### config.mk
export PLATFORM = sky130hd
export DESIGN_NAME = gzip_header_skipper_top
export DESIGN_NICKNAME = d
export VERILOG_FILES = /design/src/rtl/gzhs_pkg.sv /design/src/rtl/gzhs_front.sv /design/src/rtl/gzhs_back.sv /design/src/rtl/gzip_header_skipper_top.sv
export SDC_FILE = /design/constraint.sdc
export NUM_CORES = 1
export LEC_CHECK = 0
export ABC_AREA = 1
export BUFFER_PORTS_ARGS = -buffer_cell sky130_fd_sc_hd__buf_4
export CAP_MARGIN = 20
export CORE_ASPECT_RATIO = 1.75
export CORE_MARGIN = 1
export CORE_UTILIZATION = 51
export CTS_CLUSTER_SIZE = 10
export DETAILED_ROUTE_END_ITERATION = 6
export GPL_ROUTABILITY_DRIVEN = 0
export PLACE_DENSITY = 0.72
export SLEW_MARGIN = 0
export SYNTH_ARGS = -nofsm -noshare
export SYNTH_HDL_FRONTEND = slang
export SYNTH_SLANG_ARGS = --single-unit
### constraint.sdc
create_clock -name clk -period 2.8 [get_ports clk]
set_clock_uncertainty 0.2 [all_clocks]
set_input_delay 0.14 -clock clk [delete_from_list [all_inputs] [get_ports clk]]
set_output_delay 0.14 -clock clk [all_outputs]
set_load 0.005 [all_outputs]
### src/rtl/gzhs_pkg.sv
// gzhs_pkg: shared types and constants for the gzip header skipper
// request payload structs, result kinds, flag masks and queue sizing
// no dependencies
`timescale 1ns / 1ps

package gzhs_pkg;

    // default width of the internal header byte counter
    localparam int GZHS_OFFSET_BITS = 24;

    // depth of the queue between front and back
    localparam int GZHS_QUEUE_DEPTH = 2;

    // gzip header constants
    localparam logic [7:0] GZ_METHOD_DEFLATE = 8'h08;
    localparam logic [7:0] GZ_RESERVED       = 8'he0;
    localparam logic [4:0] GZ_FHCRC          = 5'h02;
    localparam logic [4:0] GZ_FEXTRA         = 5'h04;
    localparam logic [4:0] GZ_FNAME          = 5'h08;
    localparam logic [4:0] GZ_FCOMMENT       = 5'h10;
    localparam logic [3:0] GZ_FIXED_LEN      = 4'd10;

    // saturation limit of the reported header length
    localparam int         HL_WIDTH = 24;
    localparam logic [23:0] HL_MAX  = 24'hffffff;

    // result kinds
    typedef enum logic [1:0] {
        KIND_HEADER  = 2'd0,
        KIND_PAYLOAD = 2'd1,
        KIND_BAD     = 2'd2,
        KIND_TRUNC   = 2'd3
    } kind_t;

    // input request
    typedef struct packed {
        logic [7:0] data_byte;
        logic       first_byte;
        logic       last_byte;
    } gzhs_in_t;

    // result request
    typedef struct packed {
        kind_t       kind;
        logic [7:0]  payload;
        logic [23:0] header_length;
        logic        end_mark;
    } gzhs_out_t;

    // queue entry: the byte plus its precomputed classification
    typedef struct packed {
        logic [7:0] data_byte;
        logic       first_byte;
        logic       last_byte;
        logic       is_zero;
        logic       is_deflate;
        logic       has_reserved;
    } gzhs_entry_t;

endpackage

### src/rtl/gzhs_front.sv
// gzhs_front: accepts input requests, classifies each byte and queues it
// small fifo toward the parser back end
// depends on gzhs_pkg
`timescale 1ns / 1ps

module gzhs_front (
    input  logic                 clk,
    input  logic                 rst_n,
    input  logic                 in_valid,
    output logic                 in_ready,
    input  gzhs_pkg::gzhs_in_t   in_data,
    output logic                 q_valid,
    input  logic                 q_pop,
    output gzhs_pkg::gzhs_entry_t q_head
);
    import gzhs_pkg::*;

    localparam int PTR_BITS = (GZHS_QUEUE_DEPTH > 1) ? $clog2(GZHS_QUEUE_DEPTH) : 1;
    localparam int CNT_BITS = $clog2(GZHS_QUEUE_DEPTH + 1);
    localparam logic [CNT_BITS-1:0] CNT_FULL = CNT_BITS'(GZHS_QUEUE_DEPTH);
    localparam logic [PTR_BITS-1:0] PTR_LAST = PTR_BITS'(GZHS_QUEUE_DEPTH - 1);

    gzhs_entry_t         mem_reg [GZHS_QUEUE_DEPTH];
    logic [PTR_BITS-1:0] wr_ptr_reg, wr_ptr_next;
    logic [PTR_BITS-1:0] rd_ptr_reg, rd_ptr_next;
    logic [CNT_BITS-1:0] count_reg, count_next;
    gzhs_entry_t         entry;
    logic                push;

    // classify the incoming byte
    always_comb
    begin
        entry.data_byte    = in_data.data_byte;
        entry.first_byte   = in_data.first_byte;
        entry.last_byte    = in_data.last_byte;
        entry.is_zero      = (in_data.data_byte == 8'd0);
        entry.is_deflate   = (in_data.data_byte == GZ_METHOD_DEFLATE);
        entry.has_reserved = ((in_data.data_byte & GZ_RESERVED) != 8'd0);
    end

    // handshake and pointer updates
    assign in_ready = (count_reg != CNT_FULL);
    assign push     = in_valid && in_ready;
    assign q_valid  = (count_reg != '0);
    assign q_head   = mem_reg[rd_ptr_reg];

    always_comb
    begin
        wr_ptr_next = wr_ptr_reg;
        rd_ptr_next = rd_ptr_reg;
        count_next  = count_reg;
        if (push)
        begin
            wr_ptr_next = (wr_ptr_reg == PTR_LAST) ? '0 : PTR_BITS'(wr_ptr_reg + 1'b1);
        end
        if (q_pop)
        begin
            rd_ptr_next = (rd_ptr_reg == PTR_LAST) ? '0 : PTR_BITS'(rd_ptr_reg + 1'b1);
        end
        if (push && !q_pop)
        begin
            count_next = CNT_BITS'(count_reg + 1'b1);
        end
        else if (!push && q_pop)
        begin
            count_next = CNT_BITS'(count_reg - 1'b1);
        end
    end

    // control registers
    always_ff @(posedge clk or negedge rst_n)
    begin
        if (!rst_n)
        begin
            wr_ptr_reg <= '0;
            rd_ptr_reg <= '0;
            count_reg  <= '0;
        end
        else
        begin
            wr_ptr_reg <= wr_ptr_next;
            rd_ptr_reg <= rd_ptr_next;
            count_reg  <= count_next;
        end
    end

    // queue storage
    always_ff @(posedge clk)
    begin
        if (push)
        begin
            mem_reg[wr_ptr_reg] <= entry;
        end
    end

    // checks
    a_count_bound: assert property (@(posedge clk) disable iff (!rst_n)
        count_reg <= CNT_FULL)
        else $error("queue count above depth");

    a_no_pop_empty: assert property (@(posedge clk) disable iff (!rst_n)
        q_pop |-> q_valid)
        else $error("pop from empty queue");

    a_count_grows: assert property (@(posedge clk) disable iff (!rst_n)
        push && !q_pop |=> count_reg == CNT_BITS'($past(count_reg) + 1'b1))
        else $error("queue count did not follow a push");

endmodule

### src/rtl/gzhs_back.sv
// gzhs_back: header walker that consumes queued bytes and drives results
// holds the parse state and the output register
// depends on gzhs_pkg
`timescale 1ns / 1ps

module gzhs_back #(
    parameter int OFFSET_BITS = gzhs_pkg::GZHS_OFFSET_BITS
) (
    input  logic                  clk,
    input  logic                  rst_n,
    input  logic                  q_valid,
    output logic                  q_pop,
    input  gzhs_pkg::gzhs_entry_t q_head,
    output logic                  out_valid,
    input  logic                  out_ready,
    output gzhs_pkg::gzhs_out_t   out_data
);
    import gzhs_pkg::*;

    typedef enum logic [3:0] {
        PH_FIXED   = 4'd0,
        PH_XLEN_LO = 4'd1,
        PH_XLEN_HI = 4'd2,
        PH_XDATA   = 4'd3,
        PH_NAME    = 4'd4,
        PH_COMMENT = 4'd5,
        PH_HCRC    = 4'd6,
        PH_PAYLOAD = 4'd7
    } phase_t;

    phase_t                 phase_reg, phase_next;
    logic [3:0]             fc_reg, fc_next;
    logic [4:0]             flags_reg, flags_next;
    logic [15:0]            extra_reg, extra_next;
    logic [OFFSET_BITS-1:0] off_reg, off_next;
    kind_t                  err_reg, err_next;
    logic                   out_valid_reg;
    gzhs_out_t              out_data_reg, out_data_next;

    phase_t                 ph;
    logic [3:0]             fc;
    logic [4:0]             fl;
    logic [15:0]            er;
    logic [OFFSET_BITS-1:0] off;
    kind_t                  err;
    logic [3:0]             fc_inc;
    logic [15:0]            er_dec;
    logic [15:0]            er_full;
    logic [32:0]            off_ext;

    // first section at or after a given stage that the flags ask for
    function automatic phase_t next_section(input phase_t from, input logic [4:0] f);
        phase_t r;
        if (from <= PH_XLEN_LO && (f & GZ_FEXTRA) != 5'd0)
        begin
            r = PH_XLEN_LO;
        end
        else if (from <= PH_NAME && (f & GZ_FNAME) != 5'd0)
        begin
            r = PH_NAME;
        end
        else if (from <= PH_COMMENT && (f & GZ_FCOMMENT) != 5'd0)
        begin
            r = PH_COMMENT;
        end
        else if (from <= PH_HCRC && (f & GZ_FHCRC) != 5'd0)
        begin
            r = PH_HCRC;
        end
        else
        begin
            r = PH_PAYLOAD;
        end
        return r;
    endfunction

    // pop when the output register is free or being drained
    assign q_pop     = q_valid && (!out_valid_reg || out_ready);
    assign out_valid = out_valid_reg;
    assign out_data  = out_data_reg;

    // state seen by this byte: a first mark restarts from reset
    always_comb
    begin
        if (q_head.first_byte)
        begin
            ph  = PH_FIXED;
            fc  = '0;
            fl  = '0;
            er  = '0;
            off = '0;
            err = KIND_HEADER;
        end
        else
        begin
            ph  = phase_reg;
            fc  = fc_reg;
            fl  = flags_reg;
            er  = extra_reg;
            off = off_reg;
            err = err_reg;
        end
    end

    assign fc_inc  = 4'(fc + 4'd1);
    assign er_dec  = 16'(er - 16'd1);
    assign er_full = {q_head.data_byte, er[7:0]};

    // one step of the header walk
    always_comb
    begin
        phase_next = ph;
        fc_next    = fc;
        flags_next = fl;
        extra_next = er;
        off_next   = off;
        err_next   = err;
        out_data_next.kind     = err;
        out_data_next.payload  = 8'd0;
        out_data_next.end_mark = q_head.last_byte;

        if (err != KIND_HEADER)
        begin
            out_data_next.kind = err;
        end
        else if (ph == PH_PAYLOAD)
        begin
            out_data_next.kind    = KIND_PAYLOAD;
            out_data_next.payload = q_head.data_byte;
        end
        else
        begin
            if (off != '1)
            begin
                off_next = OFFSET_BITS'(off + 1'b1);
            end
            case (ph)
                PH_FIXED:
                begin
                    if (fc == 4'd2 && !q_head.is_deflate)
                    begin
                        err_next = KIND_BAD;
                    end
                    if (fc == 4'd3)
                    begin
                        if (q_head.has_reserved)
                        begin
                            err_next = KIND_BAD;
                        end
                        flags_next = q_head.data_byte[4:0];
                    end
                    fc_next = fc_inc;
                    if (fc_inc >= GZ_FIXED_LEN)
                    begin
                        fc_next    = '0;
                        phase_next = next_section(PH_XLEN_LO, flags_next);
                    end
                end
                PH_XLEN_LO:
                begin
                    extra_next = {8'd0, q_head.data_byte};
                    phase_next = PH_XLEN_HI;
                end
                PH_XLEN_HI:
                begin
                    extra_next = er_full;
                    phase_next = (er_full != 16'd0) ? PH_XDATA : next_section(PH_NAME, fl);
                end
                PH_XDATA:
                begin
                    extra_next = er_dec;
                    if (er_dec == 16'd0)
                    begin
                        phase_next = next_section(PH_NAME, fl);
                    end
                end
                PH_NAME:
                begin
                    if (q_head.is_zero)
                    begin
                        phase_next = next_section(PH_COMMENT, fl);
                    end
                end
                PH_COMMENT:
                begin
                    if (q_head.is_zero)
                    begin
                        phase_next = next_section(PH_HCRC, fl);
                    end
                end
                PH_HCRC:
                begin
                    if (fc == 4'd0)
                    begin
                        fc_next = 4'd1;
                    end
                    else
                    begin
                        fc_next    = '0;
                        phase_next = PH_PAYLOAD;
                    end
                end
                default:
                begin
                    phase_next = PH_PAYLOAD;
                end
            endcase
            // entering the header crc always starts at its first byte
            if (phase_next == PH_HCRC && ph != PH_HCRC)
            begin
                fc_next = '0;
            end
            if (err_next == KIND_HEADER && q_head.last_byte)
            begin
                err_next = KIND_TRUNC;
            end
            out_data_next.kind = err_next;
        end

        // report the count, saturated to the result width
        off_ext = 33'(off_next);
        out_data_next.header_length = (off_ext > 33'(HL_MAX)) ? HL_MAX
                                                               : off_ext[HL_WIDTH-1:0];
    end

    // parse state and output register
    always_ff @(posedge clk or negedge rst_n)
    begin
        if (!rst_n)
        begin
            phase_reg     <= PH_FIXED;
            fc_reg        <= '0;
            flags_reg     <= '0;
            extra_reg     <= '0;
            off_reg       <= '0;
            err_reg       <= KIND_HEADER;
            out_valid_reg <= 1'b0;
        end
        else
        begin
            if (q_pop)
            begin
                phase_reg     <= phase_next;
                fc_reg        <= fc_next;
                flags_reg     <= flags_next;
                extra_reg     <= extra_next;
                off_reg       <= off_next;
                err_reg       <= err_next;
                out_valid_reg <= 1'b1;
            end
            else if (out_ready)
            begin
                out_valid_reg <= 1'b0;
            end
        end
    end

    always_ff @(posedge clk)
    begin
        if (q_pop)
        begin
            out_data_reg <= out_data_next;
        end
    end

    // checks
    a_err_sticky: assert property (@(posedge clk) disable iff (!rst_n)
        q_pop && err_reg != KIND_HEADER && !q_head.first_byte
        |=> err_reg == $past(err_reg))
        else $error("error code changed without a new stream");

    a_off_monotonic: assert property (@(posedge clk) disable iff (!rst_n)
        q_pop && !q_head.first_byte |=> off_reg >= $past(off_reg))
        else $error("header count went backward");

    a_payload_only: assert property (@(posedge clk) disable iff (!rst_n)
        out_valid_reg && out_data_reg.kind != KIND_PAYLOAD |-> out_data_reg.payload == 8'd0)
        else $error("payload byte on a non-payload result");

endmodule

### src/rtl/gzip_header_skipper_top.sv
// gzip header skipper: one result per input byte
// an accepted byte is stored in the queue, then its result is registered in the back end output register
// throughput: one byte per cycle while out_ready does not stall the output, set by the phase update in the back end
// a two-entry queue decouples input acceptance from result stalls
// reset: asynchronous, clears parse state, queue and output valid; no clearing pass
`timescale 1ns / 1ps

module gzip_header_skipper_top #(
    parameter int OFFSET_BITS = gzhs_pkg::GZHS_OFFSET_BITS
) (
    input  logic                clk,
    input  logic                rst_n,
    input  logic                in_valid,
    output logic                in_ready,
    input  gzhs_pkg::gzhs_in_t  in_data,
    output logic                out_valid,
    input  logic                out_ready,
    output gzhs_pkg::gzhs_out_t out_data
);
    import gzhs_pkg::*;

    logic        q_valid;
    logic        q_pop;
    gzhs_entry_t q_head;

    // byte intake and classification
    gzhs_front u_front (
        .clk      (clk),
        .rst_n    (rst_n),
        .in_valid (in_valid),
        .in_ready (in_ready),
        .in_data  (in_data),
        .q_valid  (q_valid),
        .q_pop    (q_pop),
        .q_head   (q_head)
    );

    // header walk and result register
    gzhs_back #(
        .OFFSET_BITS (OFFSET_BITS)
    ) u_back (
        .clk       (clk),
        .rst_n     (rst_n),
        .q_valid   (q_valid),
        .q_pop     (q_pop),
        .q_head    (q_head),
        .out_valid (out_valid),
        .out_ready (out_ready),
        .out_data  (out_data)
    );

endmodule
After elaboration in Yosys (flattened, before gate mapping)
Memory sizes are Yosys's and may differ from the RTL's.
Cells that the tools add are included.
- flip-flop bits (word level): 95
- memory bits (writable): 26
- output and inout port bits: 37
- logic and storage cells: 124
- memories: 1
- memories (name ; words ; width ; read ports ; clocked after Yosys merged registers in ; wr ports ; RTL line ; text):
    u_front.mem_reg ; 2 ; 13 ; 1 ; 0 ; 1 ; gzhs_front.sv:23 ; gzhs_entry_t mem_reg [GZHS_QUEUE_DEPTH];
- add/sub/neg operators: 7
- magnitude comparators: 1
- equality and inequality tests: 14
- mux-type cells: 62
- bitwise operators: 1
- reductions and logical operators: 24
- operator list (cell ; count):
    24-bit 2-to-1 mux ; 4
    4-bit 2-to-1 mux ; 21
    16-bit 2-to-1 mux ; 3
    16-bit one-hot mux with 3 select lines ; 1
    5-bit 2-to-1 mux ; 8
    2-bit 2-to-1 mux ; 14
    4-bit one-hot mux with 7 select lines ; 1
    24-bit by 1-bit adder with 24-bit output (second input constant) ; 1
    24-bit inequality test (second input constant) ; 1
    4-bit by 3-bit equality test with 1-bit output (second input constant) ; 5
    4-bit by 2-bit equality test with 1-bit output (second input constant) ; 4
    16-bit logical NOT ; 1
    16-bit nonzero test ; 1
    16-bit by 1-bit subtractor with 16-bit output (second input constant) ; 1
    1-bit 2-to-1 mux ; 9
    8-bit by 4-bit equality test with 1-bit output (second input constant) ; 1
    4-bit logical NOT ; 2
    8-bit logical NOT ; 1
    4-bit one-hot mux with 2 select lines ; 1
    2-bit nonzero test ; 4
    8-bit nonzero test ; 1
    1-bit logical AND ; 7
    4-bit by 1-bit adder with 4-bit output (second input constant) ; 1
    4-bit by 1-bit equality test with 1-bit output (second input constant) ; 1
    other kinds (11) ; 15

Depth between registers and ports, before layout
An unclocked memory read counts as a cell.
- word-level depth: 20
- mapped depth: 25
- gate-level depth less buffers: 21

Hierarchy
From an unflattened synthesis, not the netlist that was laid out.
- cells, all modules: 825
- area, all modules: 6993.0 sq um
- by module, submodules not included (module ; times used ; cells an instance ; area an instance (sq um)):
    gzhs_back ; 1 ; 749 ; 5801.8
    gzhs_front ; 1 ; 76 ; 1191.1

Worst setup path after synthesis
Ideal clock, no wire load.
- path type: reg-to-reg
- start point: reg u_front.rd_ptr_reg
- end point: reg u_back.fc_reg[0]
- data arrival time: 2.557 ns
- path slack: -0.081 ns
- cell stages (with the launch flop): 20
- clock period less this slack: 2.881 ns
- path through: dfrtp_1 > buf_6 > inv_6 > nand2_2 > nand2_2 > buf_6 > buf_8 > buf_6 > nand2_1 > inv_1 > ha_1 > nand2_1 > o21ai_1 > inv_1 > o21ai_0 > nand2_1 > a21oi_1 > nand3_1 > o21bai_1 > a21oi_1
- cells in the longest elaborated chain, start to end: 20
- elaborated cells between the ends (all ways): 51
- classes of those cells: add/sub: 2; order compare: 1; eq/ne: 10; mux: 31; reduce/logical: 6; memory: 1
- ends and longest elaborated chain (element ; RTL line ; text):
    start: declaration ; gzhs_front.sv:25 ; logic [PTR_BITS-1:0] rd_ptr_reg, rd_ptr_next;
    start signal: assignment ; gzhs_front.sv:82 ; rd_ptr_reg <= rd_ptr_next;
    memory 2 x 13 bit * ; -- ;
    4-bit 2-to-1 mux ; gzhs_back.sv:85 ; if (q_head.first_byte)
    4-bit by 2-bit equality test with 1-bit output ; gzhs_back.sv:144 ; if (fc == 4'd3)
    5-bit 2-to-1 mux ; gzhs_back.sv:144 ;
    5-bit 2-to-1 mux ; gzhs_back.sv:137 ; case (ph)
    5-bit 2-to-1 mux ; gzhs_back.sv:126 ; else if (ph == PH_PAYLOAD)
    5-bit 2-to-1 mux ; gzhs_back.sv:122 ; if (err != KIND_HEADER)
    1-bit 2-to-1 mux ; gzhs_back.sv:66 ; else if (from <= PH_HCRC && (f & GZ_FHCRC) != 5'd0)
    (+4 left out) ; -- ;
    4-bit one-hot mux with 7 select lines ; gzhs_back.sv:137 ;
    4-bit 2-to-1 mux ; gzhs_back.sv:126 ;
    4-bit 2-to-1 mux ; gzhs_back.sv:122 ;
    4-bit by 3-bit equality test with 1-bit output ; gzhs_back.sv:209 ; if (phase_next == PH_HCRC && ph != PH_HCRC)
    1-bit logical AND ; gzhs_back.sv:209 ;
    4-bit 2-to-1 mux ; gzhs_back.sv:209 ;
    4-bit 2-to-1 mux ; gzhs_back.sv:126 ;
    4-bit 2-to-1 mux * ; gzhs_back.sv:122 ;
    end signal: assignment ; gzhs_back.sv:244 ; fc_reg <= fc_next;
    end: declaration ; gzhs_back.sv:32 ; logic [3:0] fc_reg, fc_next;
Mark *: on every way between the ends. The rest lies on a longest branch, timed or not. The select of a mux whose other input is x is not followed.
A chain may end at the register's enable or synchronous reset.

Worst setup path in the final report
- start point: reg u_front.rd_ptr_reg
- end point: reg u_back.off_reg[7]
- cells in the longest elaborated chain, start to end: 6
- elaborated cells between the ends (all ways): 11
- classes of those cells: add/sub: 1; eq/ne: 2; mux: 6; reduce/logical: 1; memory: 1
- ends and longest elaborated chain (element ; RTL line ; text):
    memory 2 x 13 bit * ; -- ;
    24-bit 2-to-1 mux ; gzhs_back.sv:85 ;
    24-bit by 1-bit adder with 24-bit output or 24-bit inequality test (tied branches) ; gzhs_back.sv:135, gzhs_back.sv:133 ;
    24-bit 2-to-1 mux ; gzhs_back.sv:133 ; if (off != '1)
    24-bit 2-to-1 mux ; gzhs_back.sv:126 ;
    24-bit 2-to-1 mux * ; gzhs_back.sv:122 ;
    via u_back.off_next[7] ; gzhs_back.sv:35 ; logic [OFFSET_BITS-1:0] off_reg, off_next;
    end signal: assignment ; gzhs_back.sv:247 ; off_reg <= off_next;
    end: declaration ; gzhs_back.sv:35 ;
The timed path passes the listed nets; every way through them passes the cells marked *.

==> reports/results.env <==
CP_DATA_REQUIRED_TIME_NS=2.95
SYNTH_CELL_TYPE_COUNT=49
DRT_PRE_ANTENNA_ITERS=5
FINALPOWER_mW=11.5
CTS.ROOT.BUFFER_CELL='clkbuf_16'
TIMING.CRITICAL_PATH.ARRIVAL_NS=3.06
LEFTOVER_OVERFLOW_AT_THE_END_OF_GLOBAL_ROUTING=0
PORT_BUFFERS=50
WORST_SLEW_MARGIN_REL_PCT=44.3
OUTCOME='finished with violations'
GR-USAGE-ALL-LAYERS_PCT=29.6
P_SEQ_SHARE_PCT=24.8
FIN_TNS_SETUP_NS=-0.344
SYNTH.CELL_AREA_UM2=7080
GRT_MAX_DEGREE=96
NETS_IN_THE_SYNTHESIZED_NETLIST=898
CTS_TREE='done'
AREA_OF_THE_CORE_UM2=13500
DIEHEIGHT_UM=158
CLOCK_TRANSITION_AT_THE_REGISTERS_OF_THE_REPORTED_PATHS_NS=0.06
ANTENNA_FOUND_INITIAL=0
POST-ROUTE-PERIOD-UTIL_PCT=104
WORSTPATHMAXFANOUT=8
TRITONCTS_NUM_SINKS=120
DRC=0
DIE-WIDTH_UM=91.1
MAX_BUFFERS_ROOT_TO_SINK=2
CP_CAPTURE_TYPE='register'
SYNTH_EDF_COUNT=61
FINAL-SEQ-AREA_UM2=3310
POST_SYNTHESIS_REGISTER_BIT_COUNT=120
WORST-SETUP-PATH-TYPE='register to register'
POSTROUTEANTENNANETS=0
DP.FINAL_HPWL_UM=14000
SYNTH.AREA.MUX_SHARE_PCT=0.848
P_INT_mW=6.54
NUMCTSBUFFERS=17
SYNTHFLOPTYPE='edfxtp_1'
DETAILED_ROUTE_WIRE_LENGTH_UM=21600
TIMING_WORST_SLEW_PIN_VALUE_NS=0.835
MULTI_INPUT_COMB_AREA_UM2=3720
PLACEMENT_ROWS=56
START_UTIL_PCT=52.6
VDD_IR_DROP_MAX_mV=1.27
GLOBAL_ROUTE_WIRE_LENGTH_BEFORE_REPAIR_UM=32400
WORST_SLACK_NS=-0.111
PIN_COUNT=51
HOLD_SLACK_NS=0.169
NET_COUNT_FINAL=1054
MAX-CAP-VIOLATIONS=0
DIODES=0
DOMINANT_COMBINATIONAL_CELL_FAMILY_BY_AREA_AFTER_SYNTHESIS='simple AND/OR/NAND/NOR gates'
SYNTH-COMPOUND-AREA-SHARE_PCT=13.2
SYN_AREA_PER_CELL_UM2=8.08
POST-ROUTE-UTIL_PCT=72.1
SYNTH-ASYNC-RESET-RATIO_PCT=49.2
CRIT_PATH_START_KIND='register'
SYNTH_SIMPLE_GATE_AREA_SHARE_PCT=26.0
WORST_SETUP_SLACK_POST_DPL_NS=-0.0913
FINAL_LAYOUT_SIZE_SUFFIX_GT1_SHARE_PCT=30.2
SYN-INSTANCE-COUNT=876
HTREE_NUM_LEVELS=4
SYNTH-WARNING-COUNT=0
DIE-AREA_UM2=14400
CLOCKPOWERSHARE_PCT=20.4
SYNTH-SEQ-AREA-SHARE_PCT=46.7
DETAIL_ROUTE.ITER0.VIOLATIONS=502
CELLLEAKAGEPOWER_nW=4.41
SYNTHADDERAREAFRAC_PCT=1.41
POWER_DENSITY_nW_PER_UM2=1190
COUNT_OF_FINAL_MAX_SLEW_CHECK_FAILURES=0
RSZ0062_AT_GRT='true'
SWSHARE_PCT=43.2
REG2REG_SETUP_SLACK_NS=-0.11
POWER.SHARE.COMBINATIONAL_PCT=54.8
FILL_CELLS=997
HP-CLASS='input pin to asynchronous set/reset pin'
SWITCHING_POWER_mW=4.98
CLK_LATENCY_WORST_SKEW_PAIR_NS=0.42
FINALHOLDVIOLATIONS=0
FLIP_FLOP_COUNT_OF_THE_LARGEST_REGISTER_AFTER_LAYOUT=35
DETAIL_ROUTE.WL_PER_CELL_UM=17.8
VIAS=6925
FAILED_CHECKS='setup timing'
MAX_FREQ_GHz=0.344
AVGVIACOUNTPERCELL=5.68
AREA_GROWTH_PCT=36.9
VIA_COUNT_OF_THE_FIRST_GLOBAL_ROUTING_PASS=6637
SYNTHESIZED_AREA_FRACTION_OCCUPIED_BY_XOR_AND_XNOR_CELLS_PCT=3.43
FINALCRITICALPERIOD_NS=2.91
TIMING.FINAL.SETUP_VIOLATIONS=7
-- power groups by stage --
stage               logic [mW]  registers (mW)  clock network, mW
floorplan                 3.28            2.79                  0
global placement          5.24            2.82                  0
detailed placement        5.30            2.83                  0
CTS                       5.45            2.81               2.36
global route              6.87            2.90               2.44
finish                    6.32            2.86               2.35
-- area by class of cell --
| class | count | share of cell area [%] |
|---|---|---|
| timing repair buffer | 162 | 14.1 |
| multi-input combinational | 616 | 38.4 |
| clock buffer | 20 | 4.71 |
| sequential | 120 | 34.1 |
| clock inverter | 12 | 1.79 |
| tap | 174 | 2.25 |
| inverter | 115 | 4.61 |
-- stage by stage --
step | cell area [um^2] | std cells
floorplan | 7120 | 876
global placement | 8230 | 1157
detailed placement | 8230 | 1157
CTS | 9040 | 1203
global route | 9690 | 1219
finish | 9690 | 1219
-- cells in the final DEF (no fill, tap or decap), types with 14 or more instances in the layout --
| master | instances |
|---|---|
| nand2_1 | 182 |
| nand2_2 | 23 |
| a21oi_1 | 33 |
| nor2_1 | 75 |
| dfrtp_1 | 58 |
| nand3_1 | 36 |
| clkbuf_16 | 19 |
| nor2_4 | 20 |
| buf_4 | 134 |
| nor2_2 | 16 |
| o21ai_1 | 24 |
| edfxtp_1 | 61 |
| xor2_1 | 14 |
| inv_1 | 104 |
| o21ai_0 | 57 |
-- Yosys cell counts (2+ instances only) --
cell type,instances,share of area [%]
ha_1,8,1.4
xor2_2,2,0.46
nand2_4,6,0.95
o21ai_2,5,0.62
clkbuf_1,13,0.69
nand2_2,10,0.88
nor4_1,4,0.35
edfxtp_1,61,26
xor2_1,22,2.7
or2_2,3,0.27
nor3_1,6,0.42
nand2_1,206,11
o221ai_1,5,0.62
o22ai_1,10,0.88
nor3_2,2,0.28
dfrtp_1,59,21
mux2i_1,6,0.85
o211ai_1,8,0.85
buf_6,5,0.80
inv_2,2,0.11
o21ai_0,64,4.5
a21oi_1,35,2.5
nand4_1,12,1.1
o21ai_1,27,1.9
nor2_1,91,4.8
xnor2_1,2,0.25
buf_2,5,0.35
clkinv_1,2,0.11
inv_1,109,5.8
nand3_1,44,3.1
a22oi_1,2,0.21
nor2_2,14,1.2
o21bai_1,5,0.53
nor2_4,6,0.95
-- repair_timing --
action / CTS / global route
hold endpoints to repair: 87 / 0
resized for setup: 8 / 122
endpoints found under the setup margin: 23 / 59
pin swaps: 2 / 42
buffers inserted: 1 / 13
hold buffers: 13 / 0
cloned: 0 / 3
-- cells by family after synthesis --
logic type	after synthesis
mux	6
flops	120
compound gates	166
xor+xnor	26
simple gates	409
buf+inv	141
fa+ha+maj	8
-- layer usage --
| metal | part of all wire, % | wire, um | track usage [%] | up-vias |
|---|---|---|---|---|
| met5 | 0 | 0 | 0 | - |
| met4 | 7.9 | 1720 | 22.4 | 0 |
| met3 | 5.3 | 1160 | 4.85 | 133 |
| met2 | 53 | 11600 | 55.2 | 367 |
| met1 | 33 | 7200 | 29.0 | 3220 |
| li1 | - | - | - | 3205 |
-- path summary, 6_finish.rpt --
kind,from,depth (start not counted),endpoint
worst max-delay path,u_front.rd_ptr_reg,19,u_back.off_reg[7]
worst min-delay path,rst_n,2,u_back.off_reg[5]
worst max register to register,u_front.rd_ptr_reg,19,u_back.off_reg[7]
worst min register to register,u_front.count_reg[0],1,u_front.count_reg[0]
max in group asynchronous,rst_n,2,u_front.rd_ptr_reg
min in group clk,in_data[1],2,u_front.mem_reg[1][4]
-- worst max-delay path, stage by stage (launching register included) --
cell	delay (ns)
dfrtp_2	0.43
clkinv_4	0.10
buf_6	0.14
nand2_8	0.07
nand2_8	0.08
nor2_4	0.16
ha_4	0.17
nand3_4	0.09
nor3_4	0.19
nand3_1	0.10
inv_1	0.08
nand4_1	0.15
nand2_4	0.16
buf_12	0.12
nor2_4	0.04
nand2_4	0.08
nor2_2	0.04
xor2_1	0.24
nand2_1	0.10
nand2_1	0.09
No activity file was read; power rests on OpenSTA's default activity.
